$ cat src/rtl/atce_pkg.sv
package atce_pkg;

  localparam logic [7:0] ESC_BYTE = 8'h1b;
  localparam logic [7:0] CH_LF    = 8'h0a;
  localparam logic [7:0] CH_CR    = 8'h0d;
  localparam logic [7:0] CH_BS    = 8'h08;
  localparam logic [7:0] CH_LBR   = 8'h5b;
  localparam logic [7:0] CH_SEMI  = 8'h3b;
  localparam logic [15:0] ATTR_RESET = 16'h0007;
  localparam int unsigned ARG_CHAR_LIMIT = 10;

  localparam logic [2:0] CFG_COLS  = 3'd0;
  localparam logic [2:0] CFG_ROWS  = 3'd1;
  localparam logic [2:0] CFG_WRAP  = 3'd2;
  localparam logic [2:0] CFG_SCRL  = 3'd3;
  localparam logic [2:0] CFG_ANSI  = 3'd4;

  // Datapath commands issued by the controller
  typedef enum logic [2:0] {
    DP_NONE,
    DP_WRITE,
    DP_READ,
    DP_COPY_RD,
    DP_COPY_WR,
    DP_FILL
  } dp_op_t;

  typedef struct packed {
    dp_op_t     op;
    logic [6:0] row;
    logic [7:0] col;
    logic [7:0] ch;
    logic [15:0] attr;
  } dp_cmd_t;

  typedef struct packed {
    logic [7:0]  ch;
    logic [15:0] attr;
  } dp_stat_t;

  function automatic logic [15:0] sgr_apply(input logic [15:0] a, input logic [7:0] v);
    logic [2:0] col;
    logic [15:0] r;
    begin
      col = {v[0], v[1], v[2]};
      r = a;
      case (v)
        8'd0: r = ATTR_RESET;
        8'd1: r = a | 16'h1000;
        8'd4: r = a | 16'h2000;
        8'd5: r = a | 16'h4000;
        8'd7: r = a | 16'h8000;
        8'd8: r = a | 16'hA000;
        default: begin
          if (v >= 8'd30 && v <= 8'd37) begin
            col = 3'(v - 8'd30);
            r = (a & 16'hFF00) | {13'd0, col[0], col[1], col[2]};
          end else if (v >= 8'd40 && v <= 8'd47) begin
            col = 3'(v - 8'd40);
            r = (a & 16'hF0FF) | {5'd0, col[0], col[1], col[2], 8'd0};
          end
        end
      endcase
      return r;
    end
  endfunction

endpackage

$ cat src/rtl/atce_ctrl.sv
module atce_ctrl #(
  parameter int MAX_COLS = 64,
  parameter int MAX_ROWS = 32,
  parameter int MAX_ARGS = 10,
  parameter int ESCAPE_LIMIT = 50
) (
  input  logic clk,
  input  logic rst,
  input  logic in_valid,
  output logic in_stall,
  input  logic req_type,
  input  logic [7:0] char_code,
  input  logic [4:0] read_row,
  input  logic [5:0] read_col,
  input  logic cfg_we,
  input  logic [2:0] cfg_index,
  input  logic [6:0] cfg_data,
  output logic out_valid,
  input  logic out_stall,
  output logic [7:0] cell_char,
  output logic [15:0] cell_attr,
  output logic [3:0] fg_palette,
  output logic [2:0] bg_palette,
  output logic [6:0] cursor_col,
  output logic [5:0] cursor_row,
  output logic in_escape,
  output logic write_dropped,
  output atce_pkg::dp_cmd_t cmd,
  input  atce_pkg::dp_stat_t stat
);
  import atce_pkg::*;

  localparam int AW = $clog2(MAX_ARGS + 1);

  typedef enum logic [3:0] {
    S_INIT, S_IDLE, S_WRAP, S_SCROLL_RD, S_SCROLL_WR, S_ESC, S_CMD,
    S_SGR, S_FILL, S_PRINT, S_READ, S_READ_DONE, S_OUT
  } state_t;

  state_t state;
  logic [6:0] cols_cfg;
  logic [5:0] rows_cfg;
  logic wrap_en, scroll_en, ansi_en;
  logic [6:0] cx, sx;
  logic [6:0] cy, sy;
  logic [15:0] cur_attr;
  logic [5:0] esc_len;
  logic [7:0] args [MAX_ARGS];
  logic [AW-1:0] arg_cnt, sgr_idx;
  logic [3:0] dig_cnt;
  logic br_seen, frozen, stopped;
  logic [7:0] b;
  logic [7:0] wr, wc, fill_row_end;
  logic [6:0] fill_col0;
  logic fill_home;
  logic rd_ok;

  logic [7:0] nc, nr;
  always_comb begin
    nc = {1'b0, cols_cfg};
    if (nc == 8'd0) nc = 8'd1;
    if (nc > 8'(MAX_COLS)) nc = 8'(MAX_COLS);
    nr = {2'b0, rows_cfg};
    if (nr == 8'd0) nr = 8'd1;
    if (nr > 8'(MAX_ROWS)) nr = 8'(MAX_ROWS);
  end

  logic is_digit;
  assign is_digit = (b >= 8'h30 && b <= 8'h39);

  // Clamp helper in signed 10-bit space
  function automatic logic [6:0] clampv(input logic signed [9:0] v, input logic [7:0] n);
    logic signed [9:0] m;
    begin
      m = $signed({2'b0, n}) - 10'sd1;
      if (v < 0) return 7'd0;
      if (v > m) return m[6:0];
      return v[6:0];
    end
  endfunction

  logic [7:0] a0m;
  logic [7:0] sat_val;
  logic [11:0] mul10;
  assign a0m = (args[0] == 8'd0) ? 8'd1 : args[0];
  assign mul10 = {4'd0, args[arg_cnt[AW-1:0] < AW'(MAX_ARGS) ? arg_cnt : '0]} * 12'd10
                 + {8'd0, b[3:0]};
  assign sat_val = (mul10 > 12'd255) ? 8'd255 : mul10[7:0];

  assign in_stall = (state != S_IDLE);

  always_ff @(posedge clk) begin
    if (rst) begin
      state <= S_INIT; wr <= '0; wc <= '0;
      cols_cfg <= 7'd64; rows_cfg <= 6'd32;
      wrap_en <= 1'b1; scroll_en <= 1'b1; ansi_en <= 1'b0;
      cx <= '0; cy <= '0; sx <= '0; sy <= '0;
      cur_attr <= ATTR_RESET; esc_len <= '0;
      for (int i = 0; i < MAX_ARGS; i++) args[i] <= '0;
      arg_cnt <= '0; dig_cnt <= '0; br_seen <= 1'b0; frozen <= 1'b0; stopped <= 1'b0;
      out_valid <= 1'b0; cmd.op <= DP_NONE;
    end else begin
      cmd.op <= DP_NONE;
      if (cfg_we) begin
        unique case (cfg_index)
          CFG_COLS: cols_cfg <= cfg_data;
          CFG_ROWS: rows_cfg <= cfg_data[5:0];
          CFG_WRAP: wrap_en <= cfg_data[0];
          CFG_SCRL: scroll_en <= cfg_data[0];
          CFG_ANSI: ansi_en <= cfg_data[0];
          default: ;
        endcase
      end
      unique case (state)
        // Sweep the whole store to reset values
        S_INIT: begin
          cmd.op <= DP_FILL; cmd.row <= wr[6:0]; cmd.col <= wc;
          cmd.ch <= '0; cmd.attr <= ATTR_RESET;
          if (wc == 8'(MAX_COLS - 1)) begin
            wc <= '0; wr <= wr + 8'd1;
            if (wr == 8'(MAX_ROWS - 1)) state <= S_IDLE;
          end else wc <= wc + 8'd1;
        end
        S_IDLE: begin
          write_dropped <= 1'b0; cell_char <= '0; cell_attr <= '0;
          if (in_valid) begin
            b <= char_code;
            if (req_type) begin
              rd_ok <= ({3'b0, read_row} < nr) && ({2'b0, read_col} < nc);
              cmd.op <= DP_READ; cmd.row <= {2'b0, read_row}; cmd.col <= {2'b0, read_col};
              state <= S_READ;
            end else if (char_code == 8'd0) state <= S_OUT;
            else state <= S_WRAP;
          end
        end
        S_READ: state <= S_READ_DONE;
        S_READ_DONE: begin
          if (rd_ok) begin cell_char <= stat.ch; cell_attr <= stat.attr; end
          state <= S_OUT;
        end
        S_WRAP: begin
          if ({1'b0, cx} >= nc && wrap_en) begin
            cy <= (cy < 7'(MAX_ROWS)) ? cy + 7'd1 : 7'(MAX_ROWS);
            cx <= '0;
          end
          state <= S_CMD; wr <= '0; wc <= '0;
          // scroll check done next: reuse S_SCROLL_RD entry from S_CMD
        end
        S_SCROLL_RD: begin
          // copy row wr+1 to row wr, or blank the last row
          if (wr + 8'd1 < nr) begin
            cmd.op <= DP_COPY_RD; cmd.row <= 7'(wr + 8'd1); cmd.col <= wc;
            state <= S_SCROLL_WR;
          end else begin
            cmd.op <= DP_FILL; cmd.row <= wr[6:0]; cmd.col <= wc;
            cmd.ch <= '0; cmd.attr <= cur_attr;
            if (wc + 8'd1 >= nc) begin
              cy <= 7'(nr - 8'd1); state <= S_ESC;
            end else wc <= wc + 8'd1;
          end
        end
        S_SCROLL_WR: begin
          cmd.op <= DP_COPY_WR; cmd.row <= wr[6:0]; cmd.col <= wc;
          if (wc + 8'd1 >= nc) begin wc <= '0; wr <= wr + 8'd1; end
          else wc <= wc + 8'd1;
          state <= S_SCROLL_RD;
        end
        S_CMD: begin
          if ({1'b0, cy} >= nr && scroll_en) state <= S_SCROLL_RD;
          else state <= S_ESC;
        end
        S_ESC: begin
          state <= S_OUT;
          if (esc_len != '0) begin
            logic [5:0] pos;
            logic [5:0] len;
            logic st;
            logic [AW-1:0] ac;
            pos = esc_len; st = stopped;
            if (esc_len > 6'(ESCAPE_LIMIT)) begin
              pos = '0; st = 1'b0;
              for (int i = 0; i < MAX_ARGS; i++) args[i] <= '0;
              arg_cnt <= '0; dig_cnt <= '0; br_seen <= 1'b0; frozen <= 1'b0;
              stopped <= 1'b0;
            end
            len = pos + 6'd1;
            esc_len <= len;
            if (!is_digit && b != CH_LBR && b != CH_SEMI) begin
              esc_len <= '0;
              if (br_seen && esc_len <= 6'(ESCAPE_LIMIT)) begin
                ac = arg_cnt;
                if (!stopped && dig_cnt != 4'd0 && arg_cnt < AW'(MAX_ARGS))
                  ac = arg_cnt + AW'(1);
                arg_cnt <= ac;
                case (b)
                  8'h48, 8'h66: begin
                    if (ac == '0) begin cx <= '0; cy <= '0; end
                    else begin
                      cx <= clampv($signed({2'b0, args[1]}) - 10'sd1, nc);
                      cy <= clampv($signed({2'b0, args[0]}) - 10'sd1, nr);
                    end
                  end
                  8'h41: begin cx <= clampv($signed({3'b0, cx}), nc);
                    cy <= clampv($signed({3'b0, cy}) - $signed({2'b0, a0m}), nr); end
                  8'h42: begin cx <= clampv($signed({3'b0, cx}), nc);
                    cy <= clampv($signed({3'b0, cy}) + $signed({2'b0, a0m}), nr); end
                  8'h43: begin cy <= clampv($signed({3'b0, cy}), nr);
                    cx <= clampv($signed({3'b0, cx}) + $signed({2'b0, a0m}), nc); end
                  8'h44: begin cy <= clampv($signed({3'b0, cy}), nr);
                    cx <= clampv($signed({3'b0, cx}) - $signed({2'b0, a0m}), nc); end
                  8'h4A: begin
                    wr <= '0; wc <= '0; fill_row_end <= nr; fill_col0 <= '0;
                    fill_home <= 1'b1; state <= S_FILL;
                  end
                  8'h73: begin sx <= cx; sy <= cy; end
                  8'h75: begin cx <= sx; cy <= sy; sx <= '0; sy <= '0; end
                  8'h4B, 8'h6B: begin
                    if ({1'b0, cy} < nr && {1'b0, cx} < nc) begin
                      wr <= {1'b0, cy}; wc <= {1'b0, cx}; fill_col0 <= cx;
                      fill_row_end <= {1'b0, cy} + 8'd1; fill_home <= 1'b0;
                      state <= S_FILL;
                    end
                  end
                  8'h6D: begin sgr_idx <= '0; state <= S_SGR; end
                  default: ;
                endcase
              end
            end else if (pos == 6'd1) begin
              br_seen <= (b == CH_LBR);
            end else if (pos >= 6'd2 && !st) begin
              if (b == CH_SEMI) begin
                arg_cnt <= arg_cnt + AW'(1); dig_cnt <= '0; frozen <= 1'b0;
                if (arg_cnt + AW'(1) >= AW'(MAX_ARGS)) stopped <= 1'b1;
              end else begin
                dig_cnt <= dig_cnt + 4'd1;
                if (!frozen && arg_cnt < AW'(MAX_ARGS)) begin
                  if (is_digit) args[arg_cnt[AW-1:0]] <= sat_val;
                  else frozen <= 1'b1;
                end
                if (dig_cnt + 4'd1 >= 4'(ARG_CHAR_LIMIT)) begin
                  stopped <= 1'b1;
                  if (arg_cnt < AW'(MAX_ARGS)) arg_cnt <= arg_cnt + AW'(1);
                end
              end
            end
          end else if (b == ESC_BYTE && ansi_en) begin
            for (int i = 0; i < MAX_ARGS; i++) args[i] <= '0;
            arg_cnt <= '0; dig_cnt <= '0; br_seen <= 1'b0; frozen <= 1'b0;
            stopped <= 1'b0; esc_len <= 6'd1;
          end else if (b == CH_LF) begin
            cy <= (cy < 7'(MAX_ROWS)) ? cy + 7'd1 : 7'(MAX_ROWS); cx <= '0;
          end else if (b == CH_CR) cx <= '0;
          else if (b == CH_BS) begin
            if (cx != '0) cx <= cx - 7'd1;
          end else if ({1'b0, cx} < nc && {1'b0, cy} < nr) begin
            cmd.op <= DP_WRITE; cmd.row <= cy; cmd.col <= {1'b0, cx};
            cmd.ch <= b; cmd.attr <= cur_attr; cx <= cx + 7'd1;
          end else write_dropped <= 1'b1;
        end
        // Apply one SGR code a cycle
        S_SGR: begin
          if (sgr_idx < arg_cnt && sgr_idx < AW'(MAX_ARGS)) begin
            cur_attr <= sgr_apply(cur_attr, args[sgr_idx]);
            sgr_idx <= sgr_idx + AW'(1);
          end else state <= S_OUT;
        end
        S_FILL: begin
          cmd.op <= DP_FILL; cmd.row <= wr[6:0]; cmd.col <= wc;
          cmd.ch <= '0; cmd.attr <= cur_attr;
          if (wc + 8'd1 >= nc) begin
            wc <= {1'b0, fill_col0}; wr <= wr + 8'd1;
            if (wr + 8'd1 >= fill_row_end) begin
              if (fill_home) begin cx <= '0; cy <= '0; end
              state <= S_OUT;
            end
          end else wc <= wc + 8'd1;
        end
        S_OUT: begin
          out_valid <= 1'b1;
          if (out_valid && !out_stall) begin
            out_valid <= 1'b0; state <= S_IDLE;
          end
        end
        default: state <= S_IDLE;
      endcase
    end
  end

  assign fg_palette = {1'b0, cell_attr[2:0]} + (cell_attr[12] ? 4'd8 : 4'd0);
  assign bg_palette = cell_attr[10:8];
  assign cursor_col = cx;
  assign cursor_row = cy[5:0];
  assign in_escape = (esc_len != '0);
endmodule

$ cat config.mk
export PLATFORM = sky130hd
export DESIGN_NAME = atce_ctrl
export DESIGN_NICKNAME = d
export VERILOG_FILES = /design/src/rtl/atce_pkg.sv /design/src/rtl/atce_ctrl.sv
export SDC_FILE = /design/constraint.sdc
export NUM_CORES = 1
export LEC_CHECK = 0
export BUFFER_PORTS_ARGS = -buffer_cell sky130_fd_sc_hd__buf_4
export CORE_MARGIN = 3
export CORE_UTILIZATION = 25
export CTS_CLUSTER_DIAMETER = 100
export DETAILED_ROUTE_END_ITERATION = 16
export GPL_ROUTABILITY_DRIVEN = 0
export PLACE_DENSITY = 0.42
export REMOVE_ABC_BUFFERS = 1
export SLEW_MARGIN = 25
export SYNTH_ARGS = -nofsm -noshare
export SYNTH_HDL_FRONTEND = slang
export SYNTH_SLANG_ARGS = --single-unit
$ cat constraint.sdc
create_clock -name clk -period 16.6 [get_ports clk]
set_input_delay 3.32 -clock clk [delete_from_list [all_inputs] [get_ports clk]]
set_output_delay 3.32 -clock clk [all_outputs]
set_load 0.1 [all_outputs]
==> impl_results.md <==
- Gate Count Post-Synth: 2296
- Placed inst area: 24200 sq um
- Run status: completed
- Syn avg cell area: 9.42 sq um
- WP data arrival: approximately 6.6 ns
- Final ANT Viol Nets: 0
- Met1 wire length: 35700 um
- Initial core utilization: 0.253
- Top cell type's share of synthesized area: 0.300
- Critical Path Source Type: flop
- Setup_tns: 0 ns
- Leakage: 9.99 nW
- CP peak stage delay: between 0.7 and 0.8 ns
- RSZ-0062 raised after global routing: no
- Worst setup path class: reg -> reg
- Crit path cell chain: o21ai_1 -> and2_2 -> mux4_2 -> o211ai_1 -> o21ai_0 -> ha_1 -> ha_1 -> a21o_1 -> a21oi_1 -> xnor2_1 -> nand2_1 -> nor2_1 -> mux2_2 -> nor3_1 -> and3_1 -> inv_1
- Final period util: 0.379
- Fin Clk Skew: 0.0179 ns
- EDFF count, synth: 216
- Metal3 WL: ~4700 um
- Drt pass-1 iters: 8
- GR Util All Layers: 0.167
- Clock sinks: 315
- Resized Gates After CTS: 0
- Routed via count: 18400
- CTS tree: done
- Setup slack after layout: between 10 and 15 ns
- Area leader, netlist: edfxtp_1
- DR WL met2: 35200 um
- Ys flop type: edfxtp_1
- Die Y: approximately 300 um
- Least-Margin Pin Slew: 1.04 ns
- Area Overhead vs Synth: 17.9%
- Row cnt: 107
- Max Buffers Root-to-Sink: 3
- Hold Buf Count CTS: 0
- Count leader, synth: nor2_1
- Hold Crit Depth: 2
- Initial antenna violation count: 1
- Io pins: 149
- Final setup violation count: 0
- DR iter-0 viols: 1668
- Top sig layer: met4
- Ys Warns: 0
- Max Fclk: 0.159 GHz
- Max cap viols: 0
- GRT overflow: 0
- Vias in the first global route: 17900
- Clock slew at reported path FFs: 0.06 ns
- Slew headroom: 0.299
- Seq cells post-synth: 315
- Later-pin clock latency in the skew report: 0.57 ns
- Pin count of the biggest net entering global routing: 57
- CP dominant cell by count: ha_1
- Top cells by area, synth: edfxtp_1 30%, ha_1 9.6%, dfxtp_1 9.2%, nor2_1 4.8%, nand2_1 3.3%
- Layout Nets: 2681
- Routed wire length: 77400 um
- Crit end category: flop
- Postcts setup bufs: 0
- FF-to-FF path depth: 16
- DRC: 0
- Post-layout min period: 6.29 ns
- Count of different cell masters after synthesis: 99
- Endpoints failing hold: 0
- Clock root buffer: clkbuf_16
- Slew Viols, Final: 0
- Place WS: about 10 ns
- Final Instance Area: around 25000 sq um
- Die area: 90100 sq um
- CP max-delay cell: and3_1
- Critical-path maximum fanout: 24
- Post-Syn Area: approximately 22000 sq um
- Die width: 300 um
- Hpwl dp: around 60000 um
- Layout cells sized above 1: 0.136
- Drt via density: 5.07
- Num CTS Buffers: 38
- Worst path required time: 16.85 ns
- IO Port Bufs: 148
- Antenna cells: 0
- Most frequent cells after synthesis: 274 x nor2_1, 216 x edfxtp_1, 191 x nand2_1
- Part of the Yosys area used for sequential elements: 0.391
- H-tree levels: 2
- First-pass GRT wire length: 115000 um
- Post-synth ARST share: 0
- Worst hold path class: reg -> reg
- Peak supply drop: 83.0 uV
- Drt wl/cell: roughly 21 um
- PD cells: 104 nW/um^2
- Core footprint: 85400 sq um
==> power breakdown <==
group | switching (mW) | internal, mW | leakage, nW
clock network | 0.359 | 0.517 | 0.614
registers | 0.0524 | 0.906 | 2.81
logic | 0.598 | 0.214 | 6.56
==> kinds of logic after synthesis <==
kind of cell	Yosys count	synth area share
AND/OR/NAND/NOR	841	0.188
multiplexers	108	0.0734
AO/OA/AOI/OAI	538	0.164
other	2	0.000347
XOR/XNOR	75	0.0304
adder cells (fa/ha/maj)	177	0.104
buffers and inverters	240	0.0482
flip-flops	315	0.391
==> worst max-delay path: cells and delay by family, from the launching register on <==
| family | cells | cell delay, ns |
|---|---|---|
| compound gates | 5 | 1.28 |
| fa+ha+maj | 2 | 0.68 |
| simple gates | 5 | 1.93 |
| buf+inv | 1 | 0.24 |
| mux | 2 | 1.06 |
| xor+xnor | 1 | 0.20 |
| flops | 1 | 0.59 |
==> layer usage <==
metal	vias to the layer above	track usage
met5	-	0
li1	8720	-
met3	90	0.0261
met2	638	0.272
met1	8936	0.230
met4	0	0.0453
==> flip-flops by register name, indices dropped and copies added, names as in the netlist, 8 cells and up, named ones only <==
| name | flops |
|---|---|
| args | 128 |
| wr | 8 |
| wc | 8 |
| cell_attr | 16 |
| cell_char | 8 |
| cmd | 37 |
| b | 8 |
| fill_row_end | 8 |
| cur_attr | 10 |
==> metrics by stage <==
stage / std cells / hold WS [ns] / total power [mW] / util
final: 3623 / 0.448 / 2.65 / 0.299
after global routing: 3623 / 0.477 / 2.76 / 0.299
after CTS: 3622 / 0.456 / 2.67 / 0.298
after detailed placement: 3552 / 0.448 / 1.79 / 0.283
after global placement: 3549 / 0.441 / 1.78 / 0.283
after floorplan: 2209 / 0.421 / 1.53 / -
==> worst paths after layout <==
| check | startpoint | end | slack (ns) |
|---|---|---|---|
| worst max register to register | arg_cnt[2] | args[13][7] | 10.31 |
| worst min-delay path | cur_attr[10] | cur_attr[10] | 0.45 |
| worst min register to register | cur_attr[10] | cur_attr[10] | 0.45 |
| worst max-delay path | arg_cnt[2] | args[13][7] | 10.31 |
==> cells in the final DEF (no fill, tap or decap), types with 15 or more instances in the layout <==
cell / count
nand3_1: 60
edfxtp_1: 216
ha_1: 166
o21a_1: 19
o21ai_0: 116
mux4_2: 24
dfxtp_1: 98
nand2_1: 191
a21oi_1: 128
xnor2_1: 49
o211ai_1: 17
inv_1: 110
clkbuf_16: 39
nor2_1: 272
nor2b_1: 32
nand2b_1: 35
a31oi_1: 21
mux2i_1: 63
or2_2: 15
nor3_1: 63
buf_4: 197
a211oi_1: 24
a21o_1: 27
and2_1: 53
conb_1: 38
nand4_1: 15
nor4_1: 19
xor2_1: 26
==> area by class of cell <==
class | count | area [sq um]
clock buffers | 53 | 1070
clock inverters | 17 | 219
fillers | 9038 | 59900
inverters | 117 | 439
multi-input cells | 1777 | 12400
flip-flops and latches | 315 | 8470
well taps | 1144 | 1430
repair buffers | 200 | 1510
No activity file was read; power rests on OpenSTA's default activity.
